$ cat src/hw/rtl/vqdm_pkg.sv
// shared constants and types for the virtqueue descriptor manager
`timescale 1ns / 1ps
package vqdm_pkg;
    localparam int QUEUE_MAX_DEF = 256;

    localparam logic [1:0] CMD_ADD  = 2'd0;
    localparam logic [1:0] CMD_USED = 2'd1;
    localparam logic [1:0] CMD_DEQ  = 2'd2;
    localparam logic [1:0] CMD_RSVD = 2'd3;

    localparam logic [1:0] ST_OK    = 2'd0;
    localparam logic [1:0] ST_NOFREE = 2'd1;
    localparam logic [1:0] ST_EMPTY = 2'd2;
    localparam logic [1:0] ST_DROP  = 2'd3;

    localparam logic CFG_QSIZE = 1'b0;
    localparam logic CFG_QID   = 1'b1;

    typedef struct packed {
        logic [1:0]  status;
        logic [7:0]  desc_index;
        logic        posted;
        logic [7:0]  avail_slot;
        logic [15:0] notify_queue;
        logic [63:0] cookie_out;
        logic [31:0] used_len_out;
    } result_t;
endpackage

$ cat src/hw/rtl/vqdm_alloc.sv
// allocation bitmap with lowest-free search and per-entry set and clear
`timescale 1ns / 1ps
module vqdm_alloc #(
    parameter int QUEUE_MAX = vqdm_pkg::QUEUE_MAX_DEF,
    localparam int IW = (QUEUE_MAX > 256) ? $clog2(QUEUE_MAX) : 8,
    localparam int NE = 1 << IW
) (
    input  logic          aclk,
    input  logic          aresetn,
    input  logic [IW:0]   size,
    input  logic          set_en,
    input  logic [IW-1:0] set_idx,
    input  logic          clr_en,
    input  logic [IW-1:0] clr_idx,
    output logic          found,
    output logic [IW-1:0] free_idx
);
    logic [NE-1:0] map_reg;
    logic [NE-1:0] map_next;

    always_comb begin
        map_next = map_reg;
        if (set_en) begin
            map_next[set_idx] = 1'b1;
        end
        if (clr_en) begin
            map_next[clr_idx] = 1'b0;
        end
    end

    always_ff @(posedge aclk) begin
        if (!aresetn) begin
            map_reg <= '0;
        end else begin
            map_reg <= map_next;
        end
    end

    always_comb begin
        found    = 1'b0;
        free_idx = '0;
        for (int i = NE - 1; i >= 0; i--) begin
            if (!map_reg[i] && ((IW + 1)'(i) < size)) begin
                found    = 1'b1;
                free_idx = IW'(i);
            end
        end
    end
endmodule

$ cat config.mk
export PLATFORM = sky130hd
export DESIGN_NAME = vqdm_alloc
export DESIGN_NICKNAME = d
export VERILOG_FILES = /design/src/hw/rtl/vqdm_pkg.sv /design/src/hw/rtl/vqdm_alloc.sv
export SDC_FILE = /design/constraint.sdc
export NUM_CORES = 1
export LEC_CHECK = 0
export BUFFER_PORTS_ARGS = -buffer_cell sky130_fd_sc_hd__buf_4
export CAP_MARGIN = 20
export CORE_ASPECT_RATIO = 1.2
export CORE_MARGIN = 4
export CORE_UTILIZATION = 30
export CTS_CLUSTER_DIAMETER = 200
export DETAILED_ROUTE_END_ITERATION = 8
export PLACE_DENSITY_LB_ADDON = 0.25
export SLEW_MARGIN = 20
export SYNTH_ARGS = -nofsm -noshare
export SYNTH_HDL_FRONTEND = slang
export SYNTH_SLANG_ARGS = --single-unit
$ cat constraint.sdc
create_clock -name aclk -period 4 [get_ports aclk]
set_input_delay 0.8 -clock aclk [delete_from_list [all_inputs] [get_ports aclk]]
set_output_delay 0.8 -clock aclk [all_outputs]
set_load 0.05 [all_outputs]
After elaboration in Yosys (flattened, before gate mapping)
Index checks and enable logic that the tools add are counted.
{"block": "word_totals", "reg_bits": 256, "latchBits": 0, "ramBits": 0, "rom_bits": 0, "inputBits": 29, "output_inout_bits": 9, "word_cells": 1296, "mem_count": 0}
{"block": "op_classes", "add_sub_neg": 0, "mul": 0, "div_mod_pow": 0, "magnitude_cmp": 260, "eq_ne": 0, "shifts": 0, "n_mux": 518, "bitwise_logic": 3, "reduce_logical": 514}
{"cell": "two-way mux 8 bit", "n": 256}
{"cell": "< comparator 8 x 9 -> 1 bit, first input constant", "n": 128}
{"cell": "< comparator 7 x 9 -> 1 bit, first input constant", "n": 64}
{"cell": "two-way mux 256 bit", "n": 2}
{"cell": "< comparator 6 x 9 -> 1 bit, first input constant", "n": 32}
{"cell": "logical AND 1 bit", "n": 258}
{"cell": "two-way mux 1 bit", "n": 258}
{"cell": "AND 256 bit", "n": 1}
{"cell": "zero test 1 bit", "n": 256}
{"cell": "inverter 256 bit", "n": 1}
{"cell": "bitwise OR 256 bit", "n": 1}
{"cell": "< comparator 5 x 9 -> 1 bit, first input constant", "n": 16}
{"cell": "< comparator 4 x 9 -> 1 bit, first input constant", "n": 8}
{"cell": "< comparator 3 x 9 -> 1 bit, first input constant", "n": 4}
{"cell": "< comparator 1 x 9 -> 1 bit, first input constant", "n": 2}
{"cell": "< comparator 2 x 9 -> 1 bit, first input constant", "n": 2}
{"cell": "< comparator 8 x 9 -> 1 bit, second input constant", "n": 2}
{"cell": "demux 1 bit (select 8 bit)", "n": 2}
{"cell": ">= comparator 8 x 1 -> 1 bit, second input constant", "n": 2}

Longest topological paths before layout
Gate-level depths: netlist (run 1).
{"block": "logic_depth", "depth_word": 258, "mapped_depth": 14, "mapped_depth_nobuf": 9}

Least setup slack after synthesis (run 1)
OpenSTA, ideal clock, no wires.
{"block": "synth_timing", "kind": "input-to-output", "startpoint": "input size[5]", "endpoint": "output free_idx[7]", "arrival_ns": 4.051, "required_time_ns": 3.200, "path_slack_ns": -0.851, "path_stages": 12, "n_path_buf": 4, "path_cell_list": "buf_2 > buf_6 > nor4b_4 > buf_2 > buf_4 > a21oi_1 > o41ai_1 > and2_1 > nand4_1 > nor3_1 > nand2_1 > nor3_1"}
{"block": "synth_between", "elab_chain_cells": 258, "elab_cells_between_ends": 768, "cone_classes": "order compare: 256; mux: 256; reduce/logical: 256"}
{"element": "start: declaration", "line": "vqdm_alloc.sv:10", "text": "input logic [IW:0] size,"}
{"element": "< comparator 8 x 9 -> 1 bit", "line": "vqdm_alloc.sv:43", "text": "if (!map_reg[i] && ((IW + 1)'(i) < size)) begin"}
{"element": "logical AND 1 bit", "line": "vqdm_alloc.sv:43"}
{"element": "two-way mux 8 bit (255 in series)", "line": "vqdm_alloc.sv:43"}
{"element": "two-way mux 8 bit *", "line": "vqdm_alloc.sv:43"}
{"element": "end: declaration", "line": "vqdm_alloc.sv:16", "text": "output logic [IW-1:0] free_idx"}
Mark *: on every way between the ends. The rest lies on a longest branch, timed or not.

Worst setup path in the final report (run 1)
{"block": "layout_timing", "startpoint": "input size[2]", "endpoint": "output free_idx[0]"}
The elaborated chain is that of the path after synthesis.

==> run_results.csv, run 1 <==
group,metric,value,unit
synth,synth.area.top_cells,"dfxtp_1 (29%), a21oi_1 (13%), o21ai_0 (10%), nor2_1 (8.0%), clkbuf_1 (2.8%)",
run_status,status,"finished with violations",
drt,drt_wl_total,120.2,mm
global_routing,grtUsageMet1,42.64,%
setup_path,worstRegToRegCells,2,
timing,fin_crit_sh,118.6,%
synth,synth-edff-count,0,
synth,synth_top_cell_area_share,29.13,%
worst_hold_path,hold_depth,2,
setup_path,path_max_fanout,12,
cts,cts_hold_buf,0,
synth,avgSynthCellArea,6.995,sq um
setup_path,crit_slowest_cell,"a211oi_4",
placed_design,dp_slack,-1.418,ns
cells_and_area,final_core_util,48.03,%
global_routing,busiest_layer,"met2",
synth,postSynthCellCount,2515,
setup_path,worstSetupPathType,"primary input to output pin",
worst_hold_path,holdPathEnd,"map_reg[142]$_SDFF_PN0_",
global_routing,grt_usage,35.98,%
timing,fmax,0.2107,GHz
cts,root_buffer,"clkbuf_16",
cts,cts-buffers-inserted,31,
synth,synth_seq_area_share,29.13,%
drt,drc,0,
synth,syn_area,0.01759,sq mm
synth,async_flop_share,0,%
cts,clk_latency,0.63,ns
cells_and_area,syn_to_final_growth,59.04,%
setup_path,reg2reg_slack,3.10,ns
synth,syn_nets,2544,
timing,period_minus_slack,4.746,ns
floorplan,core-area,0.05826,sq mm
timing,finalSetupViolCount,9,
synth,synth_cell_types,99,
timing,drv_slew,0,
cells_and_area,final_nets,3227,
synth,synth_ff_type,"dfxtp_1",
global_routing,grt_pass1_wl,165.3,mm
drt,drt-initial-drc-count,2902,
timing,whs,0.4852,ns
run_status,violations,"setup timing",
synth,ys_warn_count,0,
global_routing,grt_use_met3,7.494,%
global_routing,antenna_found_initial,7,
global_routing,grt_max_degree,117,
drt,vias,24800,
floorplan,design.die.area,0.06260,sq mm
setup_path,crit-reg2reg-capture,"map_reg[239]$_SDFF_PN0_",
setup_path,rr_startpoint,"map_reg[239]$_SDFF_PN0_",
timing,finalHoldViolations,0,
cells_and_area,nFillCells,5808,
pwr,vdd_drop_max,0.0003446,V
synth,yosys_register_bits,256,
setup_path,max_stage_delay,0.42,ns
worst_hold_path,worstHoldStart,"map_reg[142]$_SDFF_PN0_",
global_routing,grt_pass1_vias,23120,
cells_and_area,drive_gt1_share,38.58,%
cts,tritoncts,"done",
drt,routedWlPerCell,30.29,um
setup_path,cp-start-kind,"primary input",
setup_path,crit_chain,"buf_8, buf_4, nor2b_2, buf_4, buf_4, a31o_2, or2_2, nand2_1, o211ai_1, a21oi_4, o311ai_1, buf_4, a211oi_4, o211ai_1, buf_4",
cts,cts.path.max_buffers,3,
cts,clk_pin_slew_worst_paths,0.06,ns
drt,viasPerCell,6.247,
setup_path,cpMostUsedCell,"buf_4",
cts,cts_max_level,1,
floorplan,ios,38,
timing,final.setup_skew,0,ns
timing,worst_slew_pin_slew,1.201,ns
pwr,finalPower,7.322,mW
drt,first_pass_iters,9,
global_routing,grt_overflow_total,0,
placed_design,port_buffers,37,
setup_path,end_kind,"output pin",
setup_path,worstPathArrival,3.95,ns
drt,ant_nets,0,
pwr,p_leak,10.51,nW
timing,setup_slack,-0.7460,ns
placed_design,gp_congestion,1.004,
timing,slew_headroom,19.73,%
setup_path,startpoint,"size[2]",
floorplan,die_height,273.3,um
floorplan,rows,97,
job,drv_cap,0,
floorplan,die_w,229.1,um
synth,yosysTopAreaCell,"dfxtp_1",
placed_design,dp_hpwl,84.56,mm
worst_hold_path,hold_path_class,"flop to flop",
cells_and_area,largest_reg_flops,256,
global_routing,met2_usage,56.81,%
cts,clkSinkCount,256,
timing,rsz0062_at_grt,"yes",
setup_path,cp.required,3.20,ns
pwr,power.density,261.7,mW/mm^2
floorplan,start_util,30.20,%
==> through the flow <==
stage / TNS [ns] / cell area [sq um] / std cells
2_1_floorplan: -1.552 / 17900 / 2515
3_3_place_gp: -9.884 / 23760 / 3789
3_5_place_dp: -9.844 / 23760 / 3789
4_1_cts: -5.330 / 26960 / 3931
5_1_grt: -6.031 / 27970 / 3964
6_report: -5.453 / 27980 / 3969
==> layout by cell type, fill, tap and decap left out, drive strengths merged, types with 11 or more instances in the layout <==
| master | n |
|---|---|
| o21ai | 362 |
| a31o | 14 |
| dfxtp | 256 |
| nor2b | 24 |
| and2 | 15 |
| or2 | 15 |
| o22ai | 13 |
| or3 | 11 |
| o41ai | 15 |
| buf | 848 |
| nand4 | 16 |
| a2111oi | 14 |
| o21a | 20 |
| nor3b | 12 |
| and3 | 17 |
| a31oi | 55 |
| a211o | 12 |
| nor2 | 378 |
| nand2 | 93 |
| a21oi | 452 |
| inv | 39 |
| nor3 | 74 |
| o32ai | 11 |
| o211ai | 25 |
| a211oi | 45 |
| clkbuf | 45 |
| nand3 | 47 |
| nor4 | 20 |
| a21o | 36 |
| nand2b | 28 |
==> cells by family (layout without fill, tap and decap cells) <==
kind of cell	count (synthesis)	after routing	synth area share [%]
DFF	256	256	29.13
and+or+nand+nor	801	801	22.46
buffers and inverters	242	949	6.251
other	0	5	0
AOI/OAI and AO/OA	1216	1216	42.16
==> cells in the mapped netlist (12+ instances only) <==
cell and instances:
nor2b_1 24, nand3_1 46, clkbuf_1 129, o22ai_1 13, a211o_1 12, o21ai_0 356, a31oi_1 54, a21oi_1 451
buf_6 15, o21a_1 20, nor2_1 377, nor3_1 71, nor4_1 16, a21o_1 36, nand4_1 16, nand2_1 93
and3_1 17, a31o_2 13, and2_1 15, o211ai_1 23, inv_1 38, buf_2 45, nand2b_1 28, a211oi_1 40
dfxtp_1 256
==> cell type report <==
class	instances	area (sq um)	area share [%]
Tap cell	742	928.4	3.318
Multi-Input combinational cell	2017	13350	47.72
Inverter	38	150.1	0.5366
Clock inverter	16	237.7	0.8497
Antenna cell	5	12.51	0.04472
Timing Repair Buffer	854	7320	26.16
Clock buffer	41	853.3	3.050
Sequential cell	256	5125	18.32
==> report_power, final <==
group | total [mW] | internal, mW | switching, mW
clock network | 3.11 | 1.83 | 1.28
logic | 1.65 | 0.682 | 0.969
registers | 2.56 | 2.55 | 0.00556
total | 7.32 | 5.06 | 2.26
==> per-layer routing <==
layer / up-vias / routed length [um]
li1: 10780 / -
met1: 11890 / 44740
met2: 1593 / 52170
met3: 527 / 11280
met4: 2 / 12020
met5: - / 12
==> worst max-delay path: cells and delay by family <==
family / cells / cell delay (ns)
AOI/OAI and AO/OA: 6 / 1.54
buffers and inverters: 6 / 1.03
and+or+nand+nor: 3 / 0.56
==> what timing repair did <==
action                     CTS  global route
setup endpoints to repair    9             9
setup buffers               85            31
gates cloned                 6             3
gates resized for setup    308           143
pin swaps                  110            85
==> how the worst max path moves through the flow <==
stage	end	slack (ns)
2_1_floorplan	free_idx[0]	-0.49
6_report	free_idx[0]	-0.75
3_5_place_dp	free_idx[0]	-1.42
4_1_cts	free_idx[3]	-0.75
5_1_grt	free_idx[0]	-0.78
3_3_place_gp	free_idx[0]	-1.49
(Power assumes the default switching activity.)
==> run 2, diff against run 1 <==
--- a/config.mk
+++ b/config.mk
@@ -5,6 +5,7 @@
 export SDC_FILE = /design/constraint.sdc
 export NUM_CORES = 1
 export LEC_CHECK = 0
+export ABC_CLOCK_PERIOD_IN_PS = 4600
 export BUFFER_PORTS_ARGS = -buffer_cell sky130_fd_sc_hd__buf_4
 export CAP_MARGIN = 20
 export CORE_ASPECT_RATIO = 1.2
==> constraint.sdc (replaced) <==
create_clock -name aclk -period 4.6 [get_ports aclk]
set_input_delay 0.92 -clock aclk [delete_from_list [all_inputs] [get_ports aclk]]
set_output_delay 0.92 -clock aclk [all_outputs]
set_load 0.05 [all_outputs]
==> run_results.csv, run 2 (synthesis gave the netlist of run 1 again) <==
group,metric,value,unit
worst_hold_path,hold_depth,2,
global_routing,grt_pass1_vias,23210,
timing,drv_slew,0,
run_status,status,"finished with violations",
drt,routedWlPerCell,31.26,um
cts,clk_latency,0.62,ns
setup_path,cp.required,3.68,ns
timing,slew_headroom,19.33,%
cells_and_area,fin_cells,3956,
drt,ant_nets,0,
placed_design,port_buffers,37,
floorplan,die_w,229.1,um
cts,clkSinkCount,256,
floorplan,rows,97,
placed_design,placed_area,0.02381,sq mm
setup_path,path_max_fanout,22,
cts,clk_pin_slew_worst_paths,0.06,ns
worst_hold_path,worstHoldStart,"map_reg[92]$_SDFF_PN0_",
cells_and_area,post-route-cell-area,0.02817,sq mm
cts,cts_max_level,1,
setup_path,crit-reg2reg-capture,"map_reg[239]$_SDFF_PN0_",
drt,drc,0,
job,drv_cap,0,
floorplan,die_height,273.3,um
floorplan,design.die.area,0.06260,sq mm
setup_path,worstRegToRegCells,2,
setup_path,worstSetupPathType,"primary input to output pin",
placed_design,placedCellCount,3794,
timing,fmax,0.1964,GHz
global_routing,antenna_found_initial,6,
setup_path,worstPathArrival,4.17,ns
floorplan,ios,38,
drt,drt_wl_total,123.7,mm
cells_and_area,final_common_cell,"buf_4",
global_routing,grt_max_degree,126,
setup_path,end_kind,"output pin",
drt,viasPerCell,6.272,
pwr,vdd_drop_max,0.0003139,V
cts,cts.path.max_buffers,3,
cts,cts-buffers-inserted,31,
setup_path,reg2reg_slack,3.70,ns
cells_and_area,drive_gt1_share,38.59,%
drt,drt-initial-drc-count,3157,
timing,period_minus_slack,5.092,ns
setup_path,rr_startpoint,"map_reg[239]$_SDFF_PN0_",
timing,fin_crit_sh,110.7,%
floorplan,core-area,0.05826,sq mm
cells_and_area,final_core_util,48.36,%
timing,final.setup_skew,0,ns
timing,finalHoldViolations,0,
placed_design,gp_congestion,1.061,
worst_hold_path,holdPathEnd,"map_reg[92]$_SDFF_PN0_",
timing,final.setup.tns,-2.885,ns
drt,first_pass_iters,6,
cells_and_area,syn_to_final_growth,60.13,%
global_routing,grt_usage,36.90,%
cells_and_area,final_cell_mix,"buf_4 (713), a21oi_1 (404), nor2_1 (354), o21ai_0 (321), dfxtp_1 (256)",
timing,rsz0062_at_grt,"yes",
worst_hold_path,hold_path_class,"flop to flop",
cts,tritoncts,"done",
setup_path,cp-start-kind,"primary input",
cells_and_area,nFillCells,5703,
pwr,p_leak,10.57,nW
cells_and_area,final_nets,3216,
timing,finalSetupViolCount,9,
timing,worst_slew_pin_slew,1.207,ns
placed_design,dp_slack,-1.297,ns
run_status,violations,"setup timing",
timing,setup_slack,-0.4915,ns
placed_design,dp_hpwl,86.10,mm
pwr,power.density,224.4,mW/mm^2
global_routing,grt_pass1_wl,168.8,mm
cts,root_buffer,"clkbuf_16",
drt,vias,24810,
cells_and_area,largest_reg_flops,256,
floorplan,start_util,30.20,%
global_routing,grt_overflow_total,0,
-- run 2: critical path, stage by stage --
cell	delay, ns
buf_6	0.15
buf_12	0.23
nor2_2	0.14
o31a_1	0.35
or3_4	0.36
o211ai_1	0.27
inv_1	0.12
a21oi_4	0.31
buf_6	0.15
o311ai_1	0.08
buf_4	0.17
a211oi_4	0.46
o211ai_1	0.19
buf_4	0.23
-- run 2: layout make-up --
type / count / area (sq um) / share of cell area [%]
multi-input cells: 2018 / 13470 / 47.81
inverters: 38 / 153.9 / 0.5463
repair buffers: 842 / 7451 / 26.45
clock inverters: 19 / 205.2 / 0.7284
diodes: 3 / 7.507 / 0.02665
clock buffers: 38 / 832.0 / 2.953
flip-flops and latches: 256 / 5125 / 18.19
well taps: 742 / 928.4 / 3.295
-- run 2: through the flow --
stage	power [mW]	hold slack (ns)
after detailed placement	3.466	0.4700
after global placement	3.464	0.4614
after global routing	6.437	0.5052
after CTS	6.140	0.4865
after floorplan	2.784	0.4428
final	6.321	0.4864
-- run 2: how the worst max path moves through the flow --
| stage | start | endpoint | slack [ns] | cells after the start |
|---|---|---|---|---|
| 6_report | size[2] | free_idx[0] | -0.49 | 14 |
| 5_1_grt | size[1] | free_idx[0] | -0.55 | 13 |
| 4_1_cts | size[5] | free_idx[0] | -0.49 | 16 |
| 3_5_place_dp | size[1] | free_idx[0] | -1.30 | 15 |
| 3_3_place_gp | size[1] | free_idx[5] | -1.37 | 14 |
| 2_1_floorplan | size[6] | free_idx[0] | -0.13 | 12 |
-- run 2: layer usage --
| layer | vias to the layer above | track usage [%] | routed length, um |
|---|---|---|---|
| li1 | 10750 | - | - |
| met1 | 11900 | 44.08 | 45930 |
| met2 | 1634 | 57.46 | 52680 |
| met3 | 524 | 7.182 | 12110 |
| met4 | 2 | 30.25 | 12940 |
| met5 | - | 0 | 13 |
-- run 2: timing repair --
action,in CTS,in global routing
hold buffers,0,0
pin swaps,75,117
endpoints found under the setup margin,9,9
buffers inserted,42,49
cloned,6,8
resized for setup,222,252
hold endpoints to repair,0,0
-- run 2: where the power goes --
part / total, mW / internal, mW / switching, mW
Clock: 2.61 / 1.46 / 1.15
Combinational: 1.49 / 0.617 / 0.868
Sequential: 2.23 / 2.22 / 0.00502
